### src/hdl/gbtf_pkg.sv
// ----------------------------------------------------------------------------
// gbtf_pkg
// Shared types and character codes for the binary/text frame parser.
// ----------------------------------------------------------------------------
package gbtf_pkg;

  localparam logic [7:0] SYNC_ONE   = 8'hB5;
  localparam logic [7:0] SYNC_TWO   = 8'h62;
  localparam logic [7:0] CH_DOLLAR  = 8'h24;
  localparam logic [7:0] CH_NEWLINE = 8'h0A;
  localparam logic [7:0] CH_STAR    = 8'h2A;
  localparam logic [7:0] CH_COMMA   = 8'h2C;

  localparam logic [5:0] HDR_SAT    = 6'd63;
  localparam logic [5:0] HDR_MIN    = 6'd5;

  localparam logic KIND_BINARY = 1'b0;
  localparam logic KIND_TEXT   = 1'b1;

  // header byte positions inside a binary frame
  localparam logic [2:0] HIDX_SYNC2 = 3'd0;
  localparam logic [2:0] HIDX_CLASS = 3'd1;
  localparam logic [2:0] HIDX_ID    = 3'd2;
  localparam logic [2:0] HIDX_LENLO = 3'd3;
  localparam logic [2:0] HIDX_LENHI = 3'd4;

  typedef enum logic [2:0] {
    MODE_IDLE  = 3'd0,
    MODE_HEAD  = 3'd1,
    MODE_BODY  = 3'd2,
    MODE_CHECK = 3'd3,
    MODE_TEXT  = 3'd4
  } mode_t;

  typedef struct packed {
    logic        frame_kind;
    logic [7:0]  frame_class;
    logic [7:0]  frame_id;
    logic [15:0] frame_length;
    logic        checksum_ok;
    logic        star_seen;
    logic        header_ok;
    logic [15:0] talker_chars;
    logic [23:0] type_chars;
    logic [5:0]  header_length;
  } result_t;

endpackage

### src/hdl/gbtf_byte_if.sv
// ----------------------------------------------------------------------------
// gbtf_byte_if / gbtf_frame_if
// Valid/ready channels for received bytes and finished frame reports.
// ----------------------------------------------------------------------------
interface gbtf_byte_if;
  logic       valid;
  logic       ready;
  logic [7:0] rx_byte;

  modport source (output valid, output rx_byte, input ready);
  modport sink   (input valid, input rx_byte, output ready);
endinterface

interface gbtf_frame_if;
  logic        valid;
  logic        ready;
  logic        frame_kind;
  logic [7:0]  frame_class;
  logic [7:0]  frame_id;
  logic [15:0] frame_length;
  logic        checksum_ok;
  logic        star_seen;
  logic        header_ok;
  logic [15:0] talker_chars;
  logic [23:0] type_chars;
  logic [5:0]  header_length;

  modport source (output valid, output frame_kind, output frame_class, output frame_id,
                  output frame_length, output checksum_ok, output star_seen,
                  output header_ok, output talker_chars, output type_chars,
                  output header_length, input ready);
  modport sink   (input valid, input frame_kind, input frame_class, input frame_id,
                  input frame_length, input checksum_ok, input star_seen,
                  input header_ok, input talker_chars, input type_chars,
                  input header_length, output ready);
endinterface

### src/hdl/gbtf_parser.sv
// ----------------------------------------------------------------------------
// gbtf_parser
// Framing state and checksum registers; one byte per step.
// ----------------------------------------------------------------------------
module gbtf_parser (
  input  logic              clk,
  input  logic              rst_n,
  input  logic              step_i,
  input  logic [7:0]        rx_byte_i,
  output logic              res_vld_o,
  output gbtf_pkg::result_t res_o
);

  gbtf_pkg::mode_t mode_r, mode_nxt;
  logic [2:0]  hidx_r, hidx_nxt;
  logic [7:0]  class_r, class_nxt;
  logic [7:0]  id_r, id_nxt;
  logic [15:0] len_r, len_nxt;
  logic [15:0] pcnt_r, pcnt_nxt;
  logic [7:0]  sum_a_r, sum_a_nxt;
  logic [7:0]  sum_b_r, sum_b_nxt;
  logic [7:0]  chk1_r, chk1_nxt;
  logic        star_r, star_nxt;
  logic        comma_r, comma_nxt;
  logic [5:0]  hcnt_r, hcnt_nxt;
  logic [15:0] talker_r, talker_nxt;
  logic [23:0] type_r, type_nxt;

  logic [7:0]  b;
  logic [7:0]  a_add, b_add;
  logic [15:0] pcnt_inc;
  logic [15:0] len_full;
  logic        hdr_ok;

  assign b        = rx_byte_i;
  assign a_add    = sum_a_r + b;
  assign b_add    = sum_b_r + a_add;
  assign pcnt_inc = pcnt_r + 16'd1;
  assign len_full = {b, len_r[7:0]};
  assign hdr_ok   = comma_r && (hcnt_r >= gbtf_pkg::HDR_MIN);

  always_comb begin
    mode_nxt   = mode_r;
    hidx_nxt   = hidx_r;
    class_nxt  = class_r;
    id_nxt     = id_r;
    len_nxt    = len_r;
    pcnt_nxt   = pcnt_r;
    sum_a_nxt  = sum_a_r;
    sum_b_nxt  = sum_b_r;
    chk1_nxt   = chk1_r;
    star_nxt   = star_r;
    comma_nxt  = comma_r;
    hcnt_nxt   = hcnt_r;
    talker_nxt = talker_r;
    type_nxt   = type_r;
    res_vld_o  = 1'b0;
    res_o      = '0;

    unique case (mode_r)
      gbtf_pkg::MODE_HEAD: begin
        unique case (hidx_r)
          gbtf_pkg::HIDX_SYNC2: begin
            if (b != gbtf_pkg::SYNC_TWO) begin
              mode_nxt = gbtf_pkg::MODE_IDLE;
              if (b == gbtf_pkg::CH_DOLLAR) begin
                mode_nxt   = gbtf_pkg::MODE_TEXT;
                star_nxt   = 1'b0;
                comma_nxt  = 1'b0;
                hcnt_nxt   = '0;
                talker_nxt = '0;
                type_nxt   = '0;
              end
            end else begin
              sum_a_nxt = '0;
              sum_b_nxt = '0;
              hidx_nxt  = gbtf_pkg::HIDX_CLASS;
            end
          end
          gbtf_pkg::HIDX_CLASS: begin
            class_nxt = b;
            sum_a_nxt = a_add;
            sum_b_nxt = b_add;
            hidx_nxt  = gbtf_pkg::HIDX_ID;
          end
          gbtf_pkg::HIDX_ID: begin
            id_nxt    = b;
            sum_a_nxt = a_add;
            sum_b_nxt = b_add;
            hidx_nxt  = gbtf_pkg::HIDX_LENLO;
          end
          gbtf_pkg::HIDX_LENLO: begin
            len_nxt   = {8'd0, b};
            sum_a_nxt = a_add;
            sum_b_nxt = b_add;
            hidx_nxt  = gbtf_pkg::HIDX_LENHI;
          end
          default: begin
            // high length byte
            len_nxt   = len_full;
            sum_a_nxt = a_add;
            sum_b_nxt = b_add;
            hidx_nxt  = gbtf_pkg::HIDX_SYNC2;
            pcnt_nxt  = '0;
            mode_nxt  = (len_full == 16'd0) ? gbtf_pkg::MODE_CHECK : gbtf_pkg::MODE_BODY;
          end
        endcase
      end
      gbtf_pkg::MODE_BODY: begin
        sum_a_nxt = a_add;
        sum_b_nxt = b_add;
        pcnt_nxt  = pcnt_inc;
        if (pcnt_inc >= len_r) begin
          pcnt_nxt = '0;
          mode_nxt = gbtf_pkg::MODE_CHECK;
        end
      end
      gbtf_pkg::MODE_CHECK: begin
        if (pcnt_r == 16'd0) begin
          chk1_nxt = b;
          pcnt_nxt = 16'd1;
        end else begin
          pcnt_nxt          = '0;
          mode_nxt          = gbtf_pkg::MODE_IDLE;
          res_vld_o         = 1'b1;
          res_o.frame_kind  = gbtf_pkg::KIND_BINARY;
          res_o.frame_class = class_r;
          res_o.frame_id    = id_r;
          res_o.frame_length = len_r;
          res_o.checksum_ok = (chk1_r == sum_a_r) && (b == sum_b_r);
        end
      end
      gbtf_pkg::MODE_TEXT: begin
        if (b == gbtf_pkg::CH_DOLLAR) begin
          // sentence restarts with an empty header
          star_nxt   = 1'b0;
          comma_nxt  = 1'b0;
          hcnt_nxt   = '0;
          talker_nxt = '0;
          type_nxt   = '0;
        end else if (b == gbtf_pkg::CH_NEWLINE) begin
          mode_nxt            = gbtf_pkg::MODE_IDLE;
          res_vld_o           = 1'b1;
          res_o.frame_kind    = gbtf_pkg::KIND_TEXT;
          res_o.star_seen     = star_r;
          res_o.header_ok     = hdr_ok;
          res_o.talker_chars  = hdr_ok ? talker_r : 16'd0;
          res_o.type_chars    = hdr_ok ? type_r : 24'd0;
          res_o.header_length = hcnt_r;
        end else begin
          if (b == gbtf_pkg::CH_STAR) begin
            star_nxt = 1'b1;
          end
          if (!comma_r) begin
            if (b == gbtf_pkg::CH_COMMA) begin
              comma_nxt = 1'b1;
            end else begin
              if (hcnt_r < 6'd2) begin
                talker_nxt = {talker_r[7:0], b};
              end else if (hcnt_r < gbtf_pkg::HDR_MIN) begin
                type_nxt = {type_r[15:0], b};
              end
              if (hcnt_r < gbtf_pkg::HDR_SAT) begin
                hcnt_nxt = hcnt_r + 6'd1;
              end
            end
          end
        end
      end
      default: begin
        // idle, and any unused mode code
        mode_nxt = gbtf_pkg::MODE_IDLE;
        if (b == gbtf_pkg::SYNC_ONE) begin
          mode_nxt = gbtf_pkg::MODE_HEAD;
          hidx_nxt = gbtf_pkg::HIDX_SYNC2;
        end else if (b == gbtf_pkg::CH_DOLLAR) begin
          mode_nxt   = gbtf_pkg::MODE_TEXT;
          star_nxt   = 1'b0;
          comma_nxt  = 1'b0;
          hcnt_nxt   = '0;
          talker_nxt = '0;
          type_nxt   = '0;
        end
      end
    endcase
  end

  always_ff @(posedge clk) begin
    if (!rst_n) begin
      mode_r   <= gbtf_pkg::MODE_IDLE;
      hidx_r   <= '0;
      class_r  <= '0;
      id_r     <= '0;
      len_r    <= '0;
      pcnt_r   <= '0;
      sum_a_r  <= '0;
      sum_b_r  <= '0;
      chk1_r   <= '0;
      star_r   <= 1'b0;
      comma_r  <= 1'b0;
      hcnt_r   <= '0;
      talker_r <= '0;
      type_r   <= '0;
    end else if (step_i) begin
      mode_r   <= mode_nxt;
      hidx_r   <= hidx_nxt;
      class_r  <= class_nxt;
      id_r     <= id_nxt;
      len_r    <= len_nxt;
      pcnt_r   <= pcnt_nxt;
      sum_a_r  <= sum_a_nxt;
      sum_b_r  <= sum_b_nxt;
      chk1_r   <= chk1_nxt;
      star_r   <= star_nxt;
      comma_r  <= comma_nxt;
      hcnt_r   <= hcnt_nxt;
      talker_r <= talker_nxt;
      type_r   <= type_nxt;
    end
  end

endmodule

### src/hdl/gnss_binary_text_frame_parser_top.sv
// ----------------------------------------------------------------------------
// gnss_binary_text_frame_parser_top
// Frames a mixed binary/text byte stream and reports each finished frame.
// ----------------------------------------------------------------------------
// Usage:
//   in_  : one received byte per request (valid/ready). Binary frames open
//          with B5 62, text sentences with '$' and close at newline.
//   out_ : one request per finished frame or sentence. frame_kind tells
//          binary (class, id, length, checksum_ok) from text (star_seen,
//          header_ok, talker/type chars, header_length); the other group
//          reads zero.
//   Throughput: one byte per cycle, sustained, as long as out_ takes each
//   report when offered (the input register and the report register form
//   two stages). A report left waiting on out_ holds the parser.
//   Path: the byte that closes the frame is held in the input register, then
//   passes through the parser into the report register that drives out_.
//   Stall: when out_ holds a report that is not taken, the byte in the
//   input register waits, in_.ready drops while that register is full, and
//   nothing is lost or reordered.
//   Reset (rst_n low, synchronous): parser goes idle, both stages empty.
// ----------------------------------------------------------------------------
module gnss_binary_text_frame_parser_top (
  input  logic                clk,
  input  logic                rst_n,
  gbtf_byte_if.sink           in_,
  gbtf_frame_if.source        out_
);

  // input stage
  logic              byte_vld_r;
  logic [7:0]        byte_r;

  // report stage
  logic              out_vld_r;
  gbtf_pkg::result_t out_res_r;

  logic              out_free;
  logic              step;
  logic              res_vld;
  gbtf_pkg::result_t res;

  // report register can load this cycle when empty or being drained
  assign out_free = !out_vld_r || out_.ready;
  // the parser advances only when its possible report has somewhere to go
  assign step     = byte_vld_r && out_free;
  assign in_.ready = !byte_vld_r || out_free;

  always_ff @(posedge clk) begin
    if (!rst_n) begin
      byte_vld_r <= 1'b0;
    end else if (in_.ready) begin
      byte_vld_r <= in_.valid;
    end
  end

  always_ff @(posedge clk) begin
    if (in_.ready && in_.valid) begin
      byte_r <= in_.rx_byte;
    end
  end

  gbtf_parser u_parser (
    .clk       (clk),
    .rst_n     (rst_n),
    .step_i    (step),
    .rx_byte_i (byte_r),
    .res_vld_o (res_vld),
    .res_o     (res)
  );

  always_ff @(posedge clk) begin
    if (!rst_n) begin
      out_vld_r <= 1'b0;
    end else if (out_free) begin
      out_vld_r <= step && res_vld;
    end
  end

  always_ff @(posedge clk) begin
    if (out_free && step && res_vld) begin
      out_res_r <= res;
    end
  end

  assign out_.valid         = out_vld_r;
  assign out_.frame_kind    = out_res_r.frame_kind;
  assign out_.frame_class   = out_res_r.frame_class;
  assign out_.frame_id      = out_res_r.frame_id;
  assign out_.frame_length  = out_res_r.frame_length;
  assign out_.checksum_ok   = out_res_r.checksum_ok;
  assign out_.star_seen     = out_res_r.star_seen;
  assign out_.header_ok     = out_res_r.header_ok;
  assign out_.talker_chars  = out_res_r.talker_chars;
  assign out_.type_chars    = out_res_r.type_chars;
  assign out_.header_length = out_res_r.header_length;

endmodule

### src/flat_wrapper.sv
// flat-port wrapper written by rule: the top's interface ports become plain ports
module gnss_binary_text_frame_parser_top_flat 
  (clk, rst_n, in__valid, in__rx_byte, in__ready, out__valid, out__frame_kind, out__frame_class, out__frame_id, out__frame_length, out__checksum_ok, out__star_seen, out__header_ok, out__talker_chars, out__type_chars, out__header_length, out__ready);
  gbtf_byte_if in__i ();
  gbtf_frame_if out__i ();
  input  logic clk;
  input  logic rst_n;
  input wire logic [$bits(in__i.valid)-1:0] in__valid;
  input wire logic [$bits(in__i.rx_byte)-1:0] in__rx_byte;
  output wire logic [$bits(in__i.ready)-1:0] in__ready;
  output wire logic [$bits(out__i.valid)-1:0] out__valid;
  output wire logic [$bits(out__i.frame_kind)-1:0] out__frame_kind;
  output wire logic [$bits(out__i.frame_class)-1:0] out__frame_class;
  output wire logic [$bits(out__i.frame_id)-1:0] out__frame_id;
  output wire logic [$bits(out__i.frame_length)-1:0] out__frame_length;
  output wire logic [$bits(out__i.checksum_ok)-1:0] out__checksum_ok;
  output wire logic [$bits(out__i.star_seen)-1:0] out__star_seen;
  output wire logic [$bits(out__i.header_ok)-1:0] out__header_ok;
  output wire logic [$bits(out__i.talker_chars)-1:0] out__talker_chars;
  output wire logic [$bits(out__i.type_chars)-1:0] out__type_chars;
  output wire logic [$bits(out__i.header_length)-1:0] out__header_length;
  input wire logic [$bits(out__i.ready)-1:0] out__ready;
  assign in__i.valid = in__valid;
  assign in__i.rx_byte = in__rx_byte;
  assign in__ready = in__i.ready;
  assign out__valid = out__i.valid;
  assign out__frame_kind = out__i.frame_kind;
  assign out__frame_class = out__i.frame_class;
  assign out__frame_id = out__i.frame_id;
  assign out__frame_length = out__i.frame_length;
  assign out__checksum_ok = out__i.checksum_ok;
  assign out__star_seen = out__i.star_seen;
  assign out__header_ok = out__i.header_ok;
  assign out__talker_chars = out__i.talker_chars;
  assign out__type_chars = out__i.type_chars;
  assign out__header_length = out__i.header_length;
  assign out__i.ready = out__ready;
  gnss_binary_text_frame_parser_top u_core (.clk(clk), .rst_n(rst_n), .in_(in__i), .out_(out__i));
endmodule
### config.mk
export PLATFORM = sky130hd
export DESIGN_NAME = gnss_binary_text_frame_parser_top_flat
export DESIGN_NICKNAME = d
export VERILOG_FILES = /design/src/hdl/gbtf_pkg.sv /design/src/hdl/gbtf_byte_if.sv /design/src/hdl/gbtf_parser.sv /design/src/hdl/gnss_binary_text_frame_parser_top.sv /design/src/flat_wrapper.sv
export SDC_FILE = /design/constraint.sdc
export NUM_CORES = 1
export LEC_CHECK = 0
export BUFFER_PORTS_ARGS = -buffer_cell sky130_fd_sc_hd__buf_4
export CAP_MARGIN = 20
export CORE_MARGIN = 5
export CORE_UTILIZATION = 28
export DETAILED_ROUTE_END_ITERATION = 12
export PLACE_DENSITY = 0.46
export SETUP_SLACK_MARGIN = 0.1
export SYNTH_ARGS = -nofsm -noshare
export SYNTH_HDL_FRONTEND = slang
export SYNTH_HIERARCHICAL = 1
export SYNTH_SLANG_ARGS = --single-unit
### constraint.sdc
create_clock -name clk -period 6.98 [get_ports clk]
set_clock_uncertainty 0.1 [all_clocks]
set_input_delay 0 -clock clk [delete_from_list [all_inputs] [get_ports clk]]
set_output_delay 0 -clock clk [all_outputs]
set_load 0.03 [all_outputs]
==> qor.csv <==
metric;value;unit
Int Power;2.12;mW
commonest cells in the netlist;dfxtp_1, nor2_1, edfxtp_1;
Hold EP;u_core/byte_r[6];
largest net degree at the start of global routing;88;
clock power share;0.484;
I/O pins;96;
global routing met2 resource utilization;0.205;
vias per cell;4.68;
Slew Viols, Final;0;
register area;5270;sq um
Synth area leaders;edfxtp_1, dfxtp_1, and2_1, ha_1, nor2_1;
core area;35700;sq um
Worst Hold Depth;2;
Fin Setup TNS;0;ns
Synth Instances;1019;
crit-path max FO;18;
synthesized area;10100;sq um
total number of vias;7385;
CTS Sinks;218;
Total Wirelength;26000;microns
number of fill cells in the layout;3652;
Chip Width;200;microns
die footprint;40100;sq um
layout cell share with drive strength beyond 1;0.148;
Setup Viol. Count Final;0;
reg-to-reg critical path endpoint;u_core/u_parser/mode_r[2];
Cell Rows;69;
synthesized flop and latch total;218;
final period utilization;0.579;
unique cell type count in the Yosys netlist;74;
Tmin final;4.04;ns
die height;200;microns
Multi-input gate area;4430;sq um
reg2reg path depth;12;
routed len/inst;16.5;microns
Max VDD drop;0.0000963;V
sequential area share after synthesis;0.520;
Avg Cell Area, Syn;9.94;sq um
vias in the first global route;7241;
max_cap viols;0;
run status;finished clean;
grt met1 use;0.179;
slew margin rel.;0.347;
clk_lat worst skew;0.52;ns
XOR/XNOR Fraction of Synth Area;0.0363;
fmax;247;MHz
Top delay family on crit path;compound AO/OA/AOI/OAI gates;
fraction of the mapped netlist area in adder cells;0.0482;
count leader, synth;dfxtp_1;
Synth-to-Final Area Change;20.4;%
Port Buffers;95;
placed cells;1514;
sw power;0.570;mW
Crit Path Category;reg2reg;
Worst Hold Launch;in__rx_byte[6];
launch point of the worst reg-to-reg path;u_core/u_parser/pcnt_r[4];
EDFF count, synth;90;
main combinational cell family by area after synthesis;simple AND/OR/NAND/NOR gates;
mux cell area share after synthesis;0.0319;
non-filler cells, final;1577;
Post-Synth Simple-Gate Area;0.219;
Clock Tree Root;clkbuf_16;
GRT Total Usage;0.126;
Reg2Reg Setup Slack;2.94;ns
ant diodes;0;
crit start category;register;
Initial Utilization;0.284;
first-pass GRT wire length;42000;microns
Sw Share;0.212;
M3 GR Usage;0.0212;
ys async rst share;0;
Final Wtd Congestion;0.774;
post_cts resized;0;
Lkg Pwr;4.42;nW
hold slack;0.0990;ns
WP buf/inv;0;
RSZ-0062 raised after global routing;no;
Iteration-0 DRC Markers;457;
Hold WC Path Type;in2reg;
P per Cell Area;221;nW/um^2
setup ws final;2.94;ns
CP arrival;4.38;ns
critical path required time;7.32;ns
Seq pwr share;0.496;
Synth top area share;0.267;
Mapped Nets;1068;
1st-pass router iterations;4;
Post-Place Worst Slack;2.98;ns
Final Hold Fails;0;
Clock H-tree levels;1;
Tot Pwr;2.69;mW
DP Wirelength;17300;microns
Compound-Gate Fraction of Synth Area;0.0995;
CP Cell Sequence;and3_1, nand3_1, nor3_1, nand3_1, xnor2_1, ha_1, a21o_1, a21o_1, a2111oi_0, o31a_1, a2111o_1, mux2i_1;
clock buffer depth;3;
Most Crowded Layer GR;met2;
Layout Nets;1145;
CTS Buf Count;26;
antenna viol nets, final;0;
top_reg_cell synth;dfxtp_1;
worst-margin pin slew;0.979;ns
CTS tree;built;
# Post-CTS Setup Buffers;0;
crit-path max cell delay;0.68;ns
Synth area leader;edfxtp_1;
Combinational Power Share;0.020;
crit path max-delay cell type;o31a_1;
initial antenna violation count;0;
Clk pin slew, worst setup/hold paths;0.06;ns
DRC Markers;0;
Ys Warns;6;
crit path capture type;register;
grt ovf;0;
## how the worst max path moves through the flow
stage / from / end / slack [ns] / depth (start not counted)
3_3_place_gp: u_core/u_parser/pcnt_r[4] / u_core/u_parser/mode_r[2] / 3.07 / 12
5_1_grt: u_core/u_parser/pcnt_r[4] / u_core/u_parser/mode_r[2] / 2.49 / 12
6_report: u_core/u_parser/pcnt_r[4] / u_core/u_parser/mode_r[2] / 2.94 / 12
4_1_cts: u_core/u_parser/pcnt_r[4] / u_core/u_parser/mode_r[2] / 2.93 / 12
3_5_place_dp: u_core/u_parser/pcnt_r[4] / u_core/u_parser/mode_r[2] / 2.98 / 12
2_1_floorplan: u_core/byte_r[5] / u_core/out_.checksum_ok / 1.33 / 6
## metrics by stage
stage / area, sq um / utilization
after global routing: 12200 / 0.342
after global placement: 11200 / 0.313
after detailed placement: 11200 / 0.314
after CTS: 12200 / 0.341
after floorplan: 10100 / -
final: 12200 / 0.342
## final cells by class
cell class              instances  share of cell area
multi-input cells             695               0.363
inverters                      37              0.0115
repair buffers                118              0.0782
clock buffers                  40              0.0619
flip-flops and latches        218               0.432
well taps                     461              0.0473
clock inverters                 8             0.00616
## layout by cell type, fill, tap and decap left out, types with 3 or more instances in the layout
cell             n
dfxtp_1        128
buf_4          102
nor2_1          98
edfxtp_1        90
nand2_1         86
and2_1          79
a21oi_1         74
nand3_1         65
inv_1           36
ha_1            35
mux2i_1         30
clkbuf_16       27
o21ai_0         25
xnor2_1         24
xor2_1          18
dlygate4sd3_1   14
a22oi_1         13
nor3_1          11
nor4_1          11
clkbuf_1        10
and3_1          10
nand4_1         10
a32oi_1          9
or3_1            8
a31oi_1          6
clkinv_2         4
nor2b_1          4
nand2b_1         4
or3b_1           4
nand4b_1         4
clkbuf_8         3
o21a_1           3
a21o_1           3
and4b_1          3
o41ai_1          3
## power by group through the flow
stage / Combinational (mW) / Sequential, mW / Clock [mW]
3_5_place_dp: 0.0496 / 1.36 / 0
4_1_cts: 0.0554 / 1.34 / 1.35
2_1_floorplan: 0.0409 / 1.35 / 0
3_3_place_gp: 0.0497 / 1.36 / 0
5_1_grt: 0.0606 / 1.34 / 1.41
6_report: 0.0549 / 1.34 / 1.30
## timing repair
item / in CTS / in global routing
hold buffers: 14 / 0
endpoints found under the setup margin: 0 / 0
endpoints found under the hold margin: 32 / 0
## sequential cells by signal, indices dropped and copies added, names as in the netlist, 16 cells and up
| name | cells |
|---|---|
| u_core/u_parser/len_r | 16 |
| u_core/u_parser/talker_r | 16 |
| u_core/u_parser/pcnt_r | 16 |
| u_core/out_.talker_chars | 16 |
| u_core/out_.frame_length | 16 |
| u_core/u_parser/type_r | 24 |
| u_core/out_.type_chars | 24 |
## layer usage
| layer | vias to the layer above | wire (microns) | part of all wire |
|---|---|---|---|
| met5 | - | 0 | 0 |
| met4 | 0 | 335 | 0.013 |
| met3 | 19 | 1160 | 0.045 |
| met2 | 135 | 11800 | 0.45 |
| met1 | 3500 | 12700 | 0.49 |
| li1 | 3731 | - | - |
## kinds of logic (layout without fill, tap and decap cells)
family,after synthesis,in the layout
compound gates,160,160
buf+inv,106,203
simple gates,423,423
flops,218,218
xor+xnor,42,42
mux,32,32
fa+ha+maj,38,38
Power figures use the tool's default switching activity.
